### src/rtl/assert_macros.svh
// Assertion helpers shared by the RTL.
`ifndef ASSERT_MACROS_SVH
`define ASSERT_MACROS_SVH

`ifndef SYNTHESIS

// Same-cycle implication, disabled during reset.
`define ASSERT_IMPLIES(label, clk, rst, ante, cons) \
   label: assert property (@(posedge clk) disable iff (rst) (ante) |-> (cons)) \
      else $error("assertion failed: label");

// Next-cycle implication, disabled during reset.
`define ASSERT_NEXT(label, clk, rst, ante, cons) \
   label: assert property (@(posedge clk) disable iff (rst) (ante) |=> (cons)) \
      else $error("assertion failed: label");

`else

`define ASSERT_IMPLIES(label, clk, rst, ante, cons)
`define ASSERT_NEXT(label, clk, rst, ante, cons)

`endif

`endif

### src/rtl/ssfb_pkg.sv
package ssfb_pkg;

   localparam int NUM_DIGITS = 8;
   localparam int ROW_COUNT  = 8;
   localparam int ROW_IDX_W  = 3;

   localparam logic [7:0] CONTROL_RESET      = 8'h8A;
   localparam logic [7:0] CMD_AUTO_INCREMENT = 8'h40;
   localparam logic [7:0] CMD_START_ADDRESS  = 8'hC0;
   localparam logic [7:0] PAD_BYTE           = 8'h00;
   localparam logic [7:0] TABLE_LIMIT        = 8'd41;

   // Emission index: 19 bytes per update run.
   localparam int SEQ_IDX_W = 5;
   localparam logic [SEQ_IDX_W-1:0] IDX_CONTROL = 5'd0;
   localparam logic [SEQ_IDX_W-1:0] IDX_AUTO    = 5'd1;
   localparam logic [SEQ_IDX_W-1:0] IDX_START   = 5'd2;
   localparam logic [SEQ_IDX_W-1:0] IDX_ROWS    = 5'd3;
   localparam logic [SEQ_IDX_W-1:0] IDX_LAST    = 5'd18;

   typedef struct packed {
      logic [2:0] position;
      logic [7:0] symbol;
      logic       refresh;
   } req_type;

   typedef struct packed {
      logic [7:0] data_byte;
      logic       frame_end;
      logic       last;
   } rsp_type;

   // One bit-insert into the transposed row buffer.
   typedef struct packed {
      logic                 en;
      logic [ROW_IDX_W-1:0] row;
      logic [2:0]           col;
      logic                 seg_bit;
   } row_write_type;

   function automatic logic [7:0] glyph(input logic [7:0] sym);
      logic [7:0] pat;
      case (sym)
         8'd0:  pat = 8'h3F;  8'd1:  pat = 8'h06;  8'd2:  pat = 8'h5B;  8'd3:  pat = 8'h4F;
         8'd4:  pat = 8'h66;  8'd5:  pat = 8'h6D;  8'd6:  pat = 8'h7D;  8'd7:  pat = 8'h07;
         8'd8:  pat = 8'h7F;  8'd9:  pat = 8'h6F;  8'd10: pat = 8'h77;  8'd11: pat = 8'h7C;
         8'd12: pat = 8'h39;  8'd13: pat = 8'h5E;  8'd14: pat = 8'h79;  8'd15: pat = 8'h71;
         8'd16: pat = 8'hBF;  8'd17: pat = 8'h86;  8'd18: pat = 8'hDB;  8'd19: pat = 8'hCF;
         8'd20: pat = 8'hE6;  8'd21: pat = 8'hED;  8'd22: pat = 8'hFD;  8'd23: pat = 8'h87;
         8'd24: pat = 8'hFF;  8'd25: pat = 8'hEF;  8'd26: pat = 8'hF7;  8'd27: pat = 8'hFC;
         8'd28: pat = 8'hB9;  8'd29: pat = 8'hDE;  8'd30: pat = 8'hF9;  8'd31: pat = 8'hF1;
         8'd32: pat = 8'h01;  8'd33: pat = 8'h02;  8'd34: pat = 8'h04;  8'd35: pat = 8'h08;
         8'd36: pat = 8'h10;  8'd37: pat = 8'h20;  8'd38: pat = 8'h40;  8'd39: pat = 8'h80;
         8'd40: pat = 8'h00;
         default: pat = sym;  // raw segment pattern
      endcase
      return pat;
   endfunction

endpackage

### src/rtl/ssfb_row_buffer.sv
module ssfb_row_buffer (
   input  logic                          clock,
   input  logic                          reset,
   input  ssfb_pkg::row_write_type       wr,
   input  logic [ssfb_pkg::ROW_IDX_W-1:0] rd_row,
   output logic [7:0]                    rd_data
);
   import ssfb_pkg::*;

   logic [7:0] rows_ff [ROW_COUNT];

   // Shared bit-insert: one row updated per cycle.
   always_ff @(posedge clock) begin
      if (reset) begin
         for (int k = 0; k < ROW_COUNT; k++) begin
            rows_ff[k] <= 8'(8'h80 >> k);
         end
      end else if (wr.en) begin
         rows_ff[wr.row][wr.col] <= wr.seg_bit;
      end
   end

   assign rd_data = rows_ff[rd_row];

endmodule

### src/rtl/seven_segment_frame_builder_unit.sv
// Seven-segment frame builder.
// req channel (req_valid / req_stall / req): one request rewrites the segment
// column of one digit position from a glyph code or a raw pattern; with
// refresh set it then emits the 19-byte display update on the rsp channel.
// rsp channel (rsp_valid / rsp_stall / rsp): data_byte, frame_end, last.
// csr channel (csr_valid / csr_ready / csr_data): display control byte,
// always ready; the user must write it only while the block is idle; not enforced.
// Timing: a request is accepted when req_valid is high and req_stall low.
// The bit-insert unit then walks the 8 segment rows, one row per cycle.
// With refresh, the byte sequencer follows with 19 bytes, one per cycle
// into the output register while rsp is not stalled; row bytes come from
// the stored rows, alternating with pads. req_stall stays high through
// the row walk and, with refresh, until the last byte is loaded; the
// emit state follows the last row write and then loads the first byte.
// A rsp_stall on a valid byte freezes the output register and sequencer in place; no
// byte is lost or repeated. The next request may be accepted while the
// final byte still waits in the output register.
// Reset (synchronous, active high) loads row k with 0x80 >> k, sets the
// control byte to 0x8A and returns the sequencer to idle.
`include "assert_macros.svh"

module seven_segment_frame_builder_unit (
   input  logic              clock,
   input  logic              reset,
   input  logic              req_valid,
   output logic              req_stall,
   input  ssfb_pkg::req_type req,
   output logic              rsp_valid,
   input  logic              rsp_stall,
   output ssfb_pkg::rsp_type rsp,
   input  logic              csr_valid,
   output logic              csr_ready,
   input  logic [7:0]        csr_data
);
   import ssfb_pkg::*;

   localparam logic [1:0] ST_IDLE  = 2'd0;
   localparam logic [1:0] ST_WRITE = 2'd1;
   localparam logic [1:0] ST_EMIT  = 2'd2;

   logic [1:0]           state_ff, state_in;
   logic [ROW_IDX_W-1:0] row_ff, row_in;       // bit-insert row counter
   logic [SEQ_IDX_W-1:0] idx_ff, idx_in;       // byte sequencer index
   logic [7:0]           pattern_ff, pattern_in;
   logic [2:0]           col_ff, col_in;
   logic                 refresh_ff, refresh_in;
   logic [7:0]           control_ff;
   logic                 rsp_valid_ff, rsp_valid_in;
   rsp_type              rsp_ff, rsp_in;

   row_write_type        wr;
   logic [ROW_IDX_W-1:0] rd_row;
   logic [7:0]           rd_data;
   logic [SEQ_IDX_W-1:0] rel_idx;
   logic                 accept, load;

   // ---- configuration ----
   assign csr_ready = 1'b1;

   always_ff @(posedge clock) begin
      if (reset) begin
         control_ff <= CONTROL_RESET;
      end else if (csr_valid && csr_ready) begin
         control_ff <= csr_data;
      end
   end

   // ---- handshakes ----
   assign req_stall = (state_ff != ST_IDLE);
   assign accept    = req_valid && !req_stall;
   assign load      = (state_ff == ST_EMIT) && (!rsp_valid_ff || !rsp_stall);

   // ---- row buffer ----
   assign wr.en      = (state_ff == ST_WRITE);
   assign wr.row     = row_ff;
   assign wr.col     = col_ff;
   assign wr.seg_bit = pattern_ff[row_ff];

   // Row bytes and pads alternate after the start-address byte.
   assign rel_idx = idx_ff - IDX_ROWS;
   assign rd_row  = rel_idx[ROW_IDX_W:1];

   ssfb_row_buffer u_rows (
      .clock   (clock),
      .reset   (reset),
      .wr      (wr),
      .rd_row  (rd_row),
      .rd_data (rd_data)
   );

   // ---- byte selection ----
   always_comb begin
      rsp_in.frame_end = 1'b0;
      rsp_in.last      = 1'b0;
      case (idx_ff)
         IDX_CONTROL: begin
            rsp_in.data_byte = control_ff;
            rsp_in.frame_end = 1'b1;
         end
         IDX_AUTO: begin
            rsp_in.data_byte = CMD_AUTO_INCREMENT;
            rsp_in.frame_end = 1'b1;
         end
         IDX_START: begin
            rsp_in.data_byte = CMD_START_ADDRESS;
         end
         default: begin
            rsp_in.data_byte = rel_idx[0] ? PAD_BYTE : rd_data;
            rsp_in.frame_end = (idx_ff == IDX_LAST);
            rsp_in.last      = (idx_ff == IDX_LAST);
         end
      endcase
   end

   // ---- sequencer ----
   always_comb begin
      state_in     = state_ff;
      row_in       = row_ff;
      idx_in       = idx_ff;
      pattern_in   = pattern_ff;
      col_in       = col_ff;
      refresh_in   = refresh_ff;
      rsp_valid_in = rsp_valid_ff;

      if (rsp_valid_ff && !rsp_stall) begin
         rsp_valid_in = 1'b0;
      end

      case (state_ff)
         ST_IDLE: begin
            // Positions past the last digit are dropped.
            if (accept && ({1'b0, req.position} < 4'(NUM_DIGITS))) begin
               pattern_in = (req.symbol < TABLE_LIMIT) ? glyph(req.symbol) : req.symbol;
               col_in     = req.position;
               refresh_in = req.refresh;
               row_in     = '0;
               state_in   = ST_WRITE;
            end
         end
         ST_WRITE: begin
            row_in = row_ff + 1'b1;
            if (row_ff == ROW_IDX_W'(ROW_COUNT - 1)) begin
               idx_in   = IDX_CONTROL;
               state_in = refresh_ff ? ST_EMIT : ST_IDLE;
            end
         end
         ST_EMIT: begin
            if (load) begin
               rsp_valid_in = 1'b1;
               idx_in       = idx_ff + 1'b1;
               if (idx_ff == IDX_LAST) begin
                  state_in = ST_IDLE;
               end
            end
         end
         default: begin
            state_in = ST_IDLE;
         end
      endcase
   end

   always_ff @(posedge clock) begin
      if (reset) begin
         state_ff     <= ST_IDLE;
         row_ff       <= '0;
         idx_ff       <= '0;
         rsp_valid_ff <= 1'b0;
      end else begin
         state_ff     <= state_in;
         row_ff       <= row_in;
         idx_ff       <= idx_in;
         rsp_valid_ff <= rsp_valid_in;
      end
   end

   always_ff @(posedge clock) begin
      pattern_ff <= pattern_in;
      col_ff     <= col_in;
      refresh_ff <= refresh_in;
      if (load) begin
         rsp_ff <= rsp_in;
      end
   end

   assign rsp_valid = rsp_valid_ff;
   assign rsp       = rsp_ff;

   // ---- assertions ----
   // A waiting final byte may overlap the next request; the next run then
   // holds at its first byte until the final byte is taken.
   `ASSERT_NEXT(a_busy_after_accept, clock, reset, accept, req_stall)
   `ASSERT_IMPLIES(a_emit_idx_range, clock, reset, state_ff == ST_EMIT, idx_ff <= IDX_LAST)
   `ASSERT_IMPLIES(a_last_ends_run, clock, reset, rsp_valid && rsp.last,
                   (state_ff != ST_EMIT) || (idx_ff == IDX_CONTROL))

endmodule

### config.mk
export PLATFORM = sky130hd
export DESIGN_NAME = seven_segment_frame_builder_unit
export DESIGN_NICKNAME = d
export VERILOG_FILES = /design/src/rtl/ssfb_pkg.sv /design/src/rtl/ssfb_row_buffer.sv /design/src/rtl/seven_segment_frame_builder_unit.sv
export VERILOG_INCLUDE_DIRS = /design/src /design/src/rtl
export SDC_FILE = /design/constraint.sdc
export NUM_CORES = 1
export LEC_CHECK = 0
export ABC_AREA = 1
export BUFFER_PORTS_ARGS = -buffer_cell sky130_fd_sc_hd__buf_2
export CAP_MARGIN = 20
export CELL_PAD_IN_SITES_DETAIL_PLACEMENT = 1
export CELL_PAD_IN_SITES_GLOBAL_PLACEMENT = 2
export CORE_MARGIN = 4
export CORE_UTILIZATION = 36
export CTS_BUF_LIST = sky130_fd_sc_hd__clkbuf_16
export DETAILED_ROUTE_END_ITERATION = 10
export GPL_TIMING_DRIVEN = 0
export PLACE_DENSITY_LB_ADDON = 0.12
export SLEW_MARGIN = 10
export SYNTH_ARGS = -nofsm -noshare
export SYNTH_HDL_FRONTEND = slang
export SYNTH_SLANG_ARGS = --single-unit
export TNS_END_PERCENT = 30
### constraint.sdc
create_clock -name clock -period 2.7 [get_ports clock]
set_input_delay 0.405 -clock clock [delete_from_list [all_inputs] [get_ports clock]]
set_output_delay 0.405 -clock clock [all_outputs]
set_load 0.02 [all_outputs]
==> results of run 1 <==
## area by class of cell
class	instances	area share [%]
Inverter	60	3.198
Clock inverter	7	1.563
Multi-Input combinational cell	634	41.11
Buffer	34	2.434
Clock buffer	9	3.198
Sequential cell	105	42.07
Timing Repair Buffer	35	2.523
Tap cell	220	3.908
## worst paths after layout
path                                     from       endpoint  depth (start not counted)
worst min-delay path                   req[0]     refresh_ff                          1
worst max-delay path                idx_ff[0]         rsp[3]                          8
worst min register to register  control_ff[1]  control_ff[1]                          2
worst max register to register      idx_ff[0]         rsp[3]                          8
## power groups by stage
stage          clock [mW]  combinational, mW  sequential (mW)
6_report             1.51              0.509             1.84
5_1_grt              1.60              0.566             1.85
4_1_cts              1.53              0.511             1.84
3_5_place_dp            0              0.508             1.88
3_3_place_gp            0              0.496             1.88
2_1_floorplan           0              0.329             1.87
## metrics by stage
step                      power, mW  area (sq um)  setup slack, ns  util [%]  hold WS [ns]
after floorplan               2.202          6252           0.8218         -        0.4292
after global placement        2.374          6698          0.05744     39.82        0.4553
after detailed placement      2.390          6705          0.04034     39.87        0.4773
after CTS                     3.883          7041          0.01126     41.86        0.2123
after global routing          4.016          7043          0.09526     41.88        0.2223
final                         3.865          7043           0.2872     41.88        0.2172
## state kept, by name, summed over array words and instances, names as in the netlist, 2 cells and up
signal          cells
u_rows.rows_ff     64
control_ff          8
rsp                10
state_ff            2
col_ff              3
row_ff              3
pattern_ff          8
idx_ff              5
## cells by family after synthesis
logic type,Yosys count
simple gates,496
xor+xnor,4
buf+inv,95
other cells,1
flops,105
compound gates,127
fa+ha+maj,6
## cell usage in the layout, fill, tap and decap left out, types with 2 or more instances in the layout
cell	n
nor3_1	2
buf_2	46
nor2_4	9
nor2_1	85
inv_2	10
nand3b_1	2
clkinv_1	5
nor2_2	2
xor2_2	2
o211ai_1	16
o21ai_0	27
buf_4	8
and2_1	2
clkbuf_16	9
nand2_1	327
inv_1	48
clkbuf_1	13
dfxtp_1	19
nand3_1	44
bufinv_16	3
a21oi_1	76
edfxtp_1	86
o31ai_1	2
nand4_1	13
o21ai_1	3
ha_1	6
or2_2	7
clkbuf_2	2
## metal layers
metal	vias to the layer above	routed length, um	share of wire, %	track usage, %
met5	-	0	0	0
met4	0	285	1.4	5.048
met3	20	1123	5.5	3.568
met2	147	9996	49	36.67
met1	2781	9025	44	27.76
li1	2825	-	-	-
## worst register-to-register path, cell delays in order (launching register included)
cell and delay, ns:
dfxtp_1 0.41, inv_1 0.13, ha_1 0.50, clkbuf_1 0.48, or2_2 0.21, o21ai_0 0.15, o211ai_1 0.21, nand3_1 0.10
nand2_1 0.08
==> flow_summary.ini, run 1 <==
[status]
status = finished, final reports clean

[synth]
synth-seq-area-share_pct = 47.39
synth-compound-area-share_pct = 10.99
syn_inst = 834
synthTopCellsByArea = edfxtp_1 41%, nand2_1 20%, a21oi_1 6.2%, dfxtp_1 6.1%, nor2_1 5.1%
synthMuxAreaShare_pct = 0
async_flop_share_pct = 0
synthTopCellsByCount = 327 x nand2_1, 86 x edfxtp_1, 85 x nor2_1
syn_nets = 865
ys.flop_type = edfxtp_1
synth_fa_ha_area_share_pct = 1.201
synth_top_family_by_area = simple AND/OR/NAND/NOR gates
yosysMostFrequentCell = nand2_1
yosys.area.top_type = edfxtp_1
synth-edff-count = 86
synth.distinct_cells = 32
syn-cell-area_sq_um = 6252
synthXorXnorAreaFrac_pct = 0.8005
ys_warn_count = 0
synth-seq-cells = 105
synth_top_cell_area_share_pct = 41.30
synth-simple-area-share_pct = 33.20
avgSynthCellArea_sq_um = 7.497

[clocking]
cts_buffer_depth = 2
post_cts_resized = 0
htree_levels = 3
cts.sinks = 105
cts_tree = built
cts_hold_buffers = 0
cts_buffers = 9
clkTransAtPathRegs_ns = 0.07
postCtsSetupRepairBufs = 0
worst_skew_pair.late_latency_ns = 0.36
clockRootBuffer = clkbuf_16

[hold_path]
hp-class = primary input to flip-flop

[sta]
setup_viol = 0
fmax_ghz = 0.4145
worstMarginPinSlew_ns = 0.6987
fin_skew_ns = 0.01209
finalCriticalPeriod_ns = 2.413
slew_headroom_pct = 53.42
rsz0062_at_grt = no
drv_slew = 0
tns_ns = 0
fin_crit_sh_pct = 89.36
hold_viol = 0

[floorplanning]
io_pins = 38
rows = 47
start_util_pct = 37.17
die_w_um = 139.8
core_sq_um = 16820
die-area_sq_um = 19540
die_h_um = 139.8

[finish]
fin_nets = 910
final_cell_count_no_fill = 1104
diodes = 0
multiInputGateArea_sq_um = 2895
syn2layout_area_growth_pct = 12.65
regArea_sq_um = 2963
drive_gt1_share_pct = 11.76
nFillCells = 2138

[job]
max_cap_viol_count = 0

[global_route]
antenna_found_initial = 0
grt_pass1_wl_um = 32400
grt_max_degree = 17
grt-ovfl-total = 0
grtUsageTotal_pct = 21.20
grt_pass1_vias = 5853

[drt]
avgRoutedWirePerCell_um = 18.51
drc = 0
drt_iter0_markers = 356
viasPerCell = 5.229
ant_nets = 0
wl_um = 20430
vias = 5773
dr.pass1.iters = 6

[power]
power_density_nw_per_um2 = 548.8
p_int_mw = 2.859
power_frac_comb_pct = 13.2
p_switching_mw = 1.007
ir_worst_vdd_mv = 0.3375
pwr-share-clk_pct = 39.1
leakagePower_nw = 3.054
seqPwrFrac_pct = 47.7
switching_share_pct = 26.04

[place]
hpwl_um = 15660
place_congestion = 0.9001
io_buffers = 34
dp.cells = 1089

[critical_path]
critPathMaxStageDelay_ns = 0.50
cpLargestDelayFamily = buffers and inverters
crit_arrival_ns = 2.64
worstPathMaxFanout = 10
cp_num_buf_inv = 2
slowest_stage = ha_1
critPathLaunchType = flip-flop
path_cells = inv_1 -> ha_1 -> clkbuf_1 -> or2_2 -> o21ai_0 -> o211ai_1 -> nand3_1 -> nand2_1
end_kind = flip-flop
worstPathRequired_ns = 2.93
worstSetupPathType = flip-flop to flip-flop
rrSetupSlack_ns = 0.29
(Power assumes the default switching activity.)
==> run 2: changes to the inputs <==
--- a/config.mk
+++ b/config.mk
@@ -7,14 +7,14 @@
 export NUM_CORES = 1
 export LEC_CHECK = 0
 export ABC_AREA = 1
-export BUFFER_PORTS_ARGS = -buffer_cell sky130_fd_sc_hd__buf_2
 export CAP_MARGIN = 20
 export CELL_PAD_IN_SITES_DETAIL_PLACEMENT = 1
 export CELL_PAD_IN_SITES_GLOBAL_PLACEMENT = 2
 export CORE_MARGIN = 4
-export CORE_UTILIZATION = 36
+export CORE_UTILIZATION = 38
 export CTS_BUF_LIST = sky130_fd_sc_hd__clkbuf_16
 export DETAILED_ROUTE_END_ITERATION = 10
+export DONT_BUFFER_PORTS = 1
 export GPL_TIMING_DRIVEN = 0
 export PLACE_DENSITY_LB_ADDON = 0.12
 export SLEW_MARGIN = 10
==> run 2 against run 1 <==
Against the previous run: sequential share of layout area is 1.4 points higher; via count down 1.6%; power is 7.7% lower; register-to-register slack worse by 0.05 ns; global-route usage increased by 1.6 points; non-clock buffer count is 34 lower; clock skew decreased by 0.0026 ns; sequential cell count unchanged; critical path type unchanged; critical endpoint is now rsp[2].
==> flow_summary.ini, run 2 (synthesis results as in run 1) <==
[finish]
mostFrequentLayoutCells = 327 x nand2_1, 86 x edfxtp_1, 85 x nor2_1
largest_reg_flops = 64
syn2layout_area_growth_pct = 8.925
drive_gt1_share_pct = 8.471
largest_register = u_rows.rows_ff
final_cell_area_sq_um = 6810
diodes = 0
fin_nets = 876
mostFrequentLayoutCell = nand2_1
final_cell_count_no_fill = 1066
final_util_pct = 42.56

[clocking]
cts_buffers = 9
postCtsSetupRepairBufs = 0
cts_buffer_depth = 2
cts.sinks = 105
worst_skew_pair.late_latency_ns = 0.36
htree_levels = 3
clockRootBuffer = clkbuf_16
clkTransAtPathRegs_ns = 0.07
cts_tree = built

[sta]
worstMarginPinSlew_ns = 0.6867
drv_slew = 0
fmax_ghz = 0.4068
fin_skew_ns = 0.009509
tns_ns = 0
hold_ws_ns = 0.1143
setup_ws_ns = 0.2418
rsz0062_at_grt = no
fin_crit_sh_pct = 91.05
setup_viol = 0
hold_viol = 0
slew_headroom_pct = 54.22
finalCriticalPeriod_ns = 2.458

[global_route]
antenna_found_initial = 0
grt-ovfl-total = 0
grt_pass1_wl_um = 32300
grt_max_degree = 18
grtUsageTotal_pct = 22.84
grt_pass1_vias = 5901

[drt]
viasPerCell = 5.326
ant_nets = 0
avgRoutedWirePerCell_um = 19.09
drt_iter0_markers = 372
wl_um = 20350
dr.pass1.iters = 5
drc = 0
vias = 5678

[floorplanning]
core_sq_um = 16000
io_pins = 38
die_h_um = 136.3
start_util_pct = 39.08
rows = 46
die_w_um = 136.3
die-area_sq_um = 18570

[power]
seqPwrFrac_pct = 51.8
p_switching_mw = 0.9999
pwr-share-clk_pct = 34.6
power_density_nw_per_um2 = 524.1
switching_share_pct = 28.01
p_int_mw = 2.569
leakagePower_nw = 2.878
ir_worst_vdd_mv = 0.2986
power_mw = 3.569
power_frac_comb_pct = 13.5

[place]
dpl-instance-area_sq_um = 6530
dp.cells = 1051
hpwl_um = 15710
preCtsSetupSlack_ns = -0.01463
place_congestion = 0.8873
io_buffers = 0

[critical_path]
worstSetupPathType = flip-flop to flip-flop
path_cells = inv_1 -> ha_1 -> inv_1 -> clkbuf_1 -> o21ai_0 -> o211ai_1 -> nand3_1 -> nand2_1
critPathMaxStageDelay_ns = 0.45
end_kind = flip-flop
worstPathMaxFanout = 10
crit_arrival_ns = 2.69
critPathLaunchType = flip-flop
worstPathRequired_ns = 2.93
slowest_stage = ha_1
cp_common_cell = inv_1

[hold_path]
hp-class = primary input to flip-flop

[status]
status = finished, final reports clean

[job]
max_cap_viol_count = 0
-- run 2: cell count changes in the layout (fill, tap and decap cells not counted) --
cell        delta
bufinv_16      -3
inv_1          -2
a21oi_1        -2
clkbuf_2       -1
a21oi_2        +2
buf_2         -34
clkinv_1       +1
clkinvlp_4     +1
clkinv_4       +2
clkinv_2       +1
clkbuf_1       +1
-- run 2: power groups by stage --
stage / clock, mW / sequential [mW] / combinational, mW
after floorplan: 0 / 1.87 / 0.329
after global placement: 0 / 1.88 / 0.465
after detailed placement: 0 / 1.89 / 0.481
after CTS: 1.26 / 1.85 / 0.483
after global routing: 1.31 / 1.86 / 0.535
final: 1.24 / 1.85 / 0.483
-- run 2: timing repair --
item | 4_1_cts | 5_1_grt
pin swaps | 0 | 0
setup endpoints to repair | 3 | 7
hold buffers | 0 | 0
gates resized for setup | 0 | 8
-- run 2: worst paths after layout --
path | from | endpoint | slack, ns | cells past startpoint
max | idx_ff[0] | rsp[2] | 0.24 | 8
min | reset | state_ff[0] | 0.11 | 1
max reg2reg | idx_ff[0] | rsp[2] | 0.24 | 8
min reg2reg | control_ff[1] | control_ff[1] | 0.48 | 2
-- run 2: layout make-up --
| type | count | area, sq um |
|---|---|---|
| Clock inverter | 7 | 46.29 |
| Timing Repair Buffer | 1 | 7.507 |
| Inverter | 60 | 225.2 |
| Tap cell | 216 | 270.3 |
| Fill cell | 2066 | 9190 |
| Sequential cell | 105 | 2963 |
| Buffer | 34 | 170.2 |
| Multi-Input combinational cell | 634 | 2903 |
| Clock buffer | 9 | 225.2 |
-- run 2: worst max-delay path, delay by kind of cell, from the launching register on --
kind	cells	cell delay [ns]
adder cells (fa/ha/maj)	1	0.45
AND/OR/NAND/NOR	2	0.18
AO/OA/AOI/OAI	2	0.50
buffers and inverters	3	0.77
flip-flops	1	0.43
-- run 2: metal layers --
metal | share of wire (%) | up-vias | global-route usage, %
met5 | 0 | - | 0
met4 | 1.3 | 0 | 5.711
met3 | 4.8 | 23 | 4.404
met2 | 49 | 123 | 38.86
met1 | 45 | 2767 | 29.96
li1 | - | 2765 | -
==> run 3: changes to the inputs <==
--- a/config.mk
+++ b/config.mk
@@ -11,12 +11,13 @@
 export CELL_PAD_IN_SITES_DETAIL_PLACEMENT = 1
 export CELL_PAD_IN_SITES_GLOBAL_PLACEMENT = 2
 export CORE_MARGIN = 4
-export CORE_UTILIZATION = 38
+export CORE_UTILIZATION = 30
 export CTS_BUF_LIST = sky130_fd_sc_hd__clkbuf_16
 export DETAILED_ROUTE_END_ITERATION = 10
 export DONT_BUFFER_PORTS = 1
 export GPL_TIMING_DRIVEN = 0
 export PLACE_DENSITY_LB_ADDON = 0.12
+export REMOVE_ABC_BUFFERS = 1
 export SLEW_MARGIN = 10
 export SYNTH_ARGS = -nofsm -noshare
 export SYNTH_HDL_FRONTEND = slang
==> run 3 against run 2 <==
Against the previous run: fmax down 1.9%; sequential power about the same; power up 8.2%.
==> flow_summary.ini, run 3 (synthesis results as in run 1) <==
[drt]
dr.pass1.iters = 4
vias = 5449
wl_um = 18460
viasPerCell = 4.981
drt_iter0_markers = 315
drc = 0
avgRoutedWirePerCell_um = 16.88
ant_nets = 0

[critical_path]
cp_num_buf_inv = 3
critPathLaunchType = flip-flop
worstPathMaxFanout = 34
slowest_stage = ha_4
r2r_start = idx_ff[0]
end_kind = flip-flop
path_cells = inv_1 -> ha_4 -> clkinvlp_4 -> buf_16 -> nand2_1 -> nand2_1 -> nand2_1 -> o211ai_1 -> nand3_1 -> nand2_1
worstSetupPathType = flip-flop to flip-flop
cpLargestDelayFamily = buffers and inverters
crit_arrival_ns = 2.63
critPathLaunch = idx_ff[0]
worstPathRequired_ns = 2.82
cp_common_cell = nand2_1
critPathMaxStageDelay_ns = 0.58

[floorplanning]
core_sq_um = 20360
start_util_pct = 30.70
die_w_um = 152.4
io_pins = 38
die_h_um = 152.4
rows = 52
die-area_sq_um = 23220

[power]
power_density_nw_per_um2 = 556.2
leakagePower_nw = 2.898
power_mw = 3.861
ir_worst_vdd_mv = 0.2802

[sta]
slew_headroom_pct = 42.11
hold_viol = 0
drv_slew = 0
setup_viol = 0
fin_skew_ns = 0.01060
fin_crit_sh_pct = 92.85
fmax_ghz = 0.3989
worstMarginPinSlew_ns = 0.8684
finalCriticalPeriod_ns = 2.507

[clocking]
clkTransAtPathRegs_ns = 0.08
cts_buffers = 9
htree_levels = 3
worst_skew_pair.late_latency_ns = 0.36
cts.sinks = 105
cts_buffer_depth = 2
clockRootBuffer = clkbuf_16
cts_tree = built

[hold_path]
hp-class = primary input to flip-flop
hp-start = reset

[status]
status = finished, final reports clean

[finish]
mostFrequentLayoutCell = nand2_1
syn2layout_area_growth_pct = 11.03
mostFrequentLayoutCells = 327 x nand2_1, 86 x edfxtp_1, 85 x nor2_1
largest_reg_flops = 64
drive_gt1_share_pct = 7.403
fin_nets = 850
diodes = 0
largest_register = u_rows.rows_ff
final_util_pct = 34.09

[job]
max_cap_viol_count = 0

[global_route]
grt-ovfl-total = 0
antenna_found_initial = 0
grt_pass1_vias = 5692
grt_pass1_wl_um = 30580
grt_max_degree = 78
grtUsageTotal_pct = 16.25

[place]
io_buffers = 0
hpwl_um = 13330
place_congestion = 0.8694
==> run 3: cell type report <==
type	count	area (sq um)
fillers	2460	13420
flip-flops and latches	105	2963
multi-input cells	634	2919
well taps	270	337.8
inverters	60	231.5
clock buffers	9	225.2
repair buffers	9	140.1
clock inverters	7	125.1
==> run 3: worst register-to-register path: cells and delay by family, from the launching register on <==
family | cells | cell delay, ns
buffers and inverters | 3 | 0.68
adder cells (fa/ha/maj) | 1 | 0.58
flip-flops | 1 | 0.43
AND/OR/NAND/NOR | 5 | 0.42
AO/OA/AOI/OAI | 1 | 0.17
==> run 3: report_power, final <==
group	switching (mW)	internal (mW)	total, mW
sequential	0.0322	1.81	1.85
clock	0.653	0.921	1.57
combinational	0.317	0.122	0.440
total	1.00	2.86	3.86
==> run 3: final timing paths <==
| check | cells past startpoint | slack, ns | end |
|---|---|---|---|
| max | 10 | 0.19 | rsp[2] |
| min | 1 | 0.10 | state_ff[0] |
| max reg2reg | 10 | 0.19 | rsp[2] |
| min reg2reg | 2 | 0.48 | control_ff[3] |
==> run 3: what timing repair did <==
item                                    CTS  global route
resized for setup                         1             1
buffers inserted                          0             2
hold buffers                              0             0
endpoints found under the setup margin    8             7
==> run 3: metrics by stage <==
step / TNS (ns) / area, sq um / worst slack, ns / hold WS, ns / instances
floorplan: 0 / 6080 / 0.2114 / 0.4292 / 799
global placement: -49.24 / 6417 / -1.253 / 0.4411 / 1069
detailed placement: -2.544 / 6563 / -0.3661 / 0.4558 / 1076
CTS: 0 / 6923 / 0.007236 / 0.08689 / 1092
global route: -0.02066 / 6942 / -0.01279 / 0.09057 / 1094
finish: 0 / 6942 / 0.1930 / 0.1026 / 1094
==> run 3: routing by layer <==
metal	part of all wire [%]	wire [um]	global-route usage [%]	vias up
li1	-	-	-	2717
met1	46	8550	21.04	2633
met2	50	9166	27.92	79
met3	2.4	440	2.187	20
met4	1.7	306	5.651	0
met5	0	0	0	-
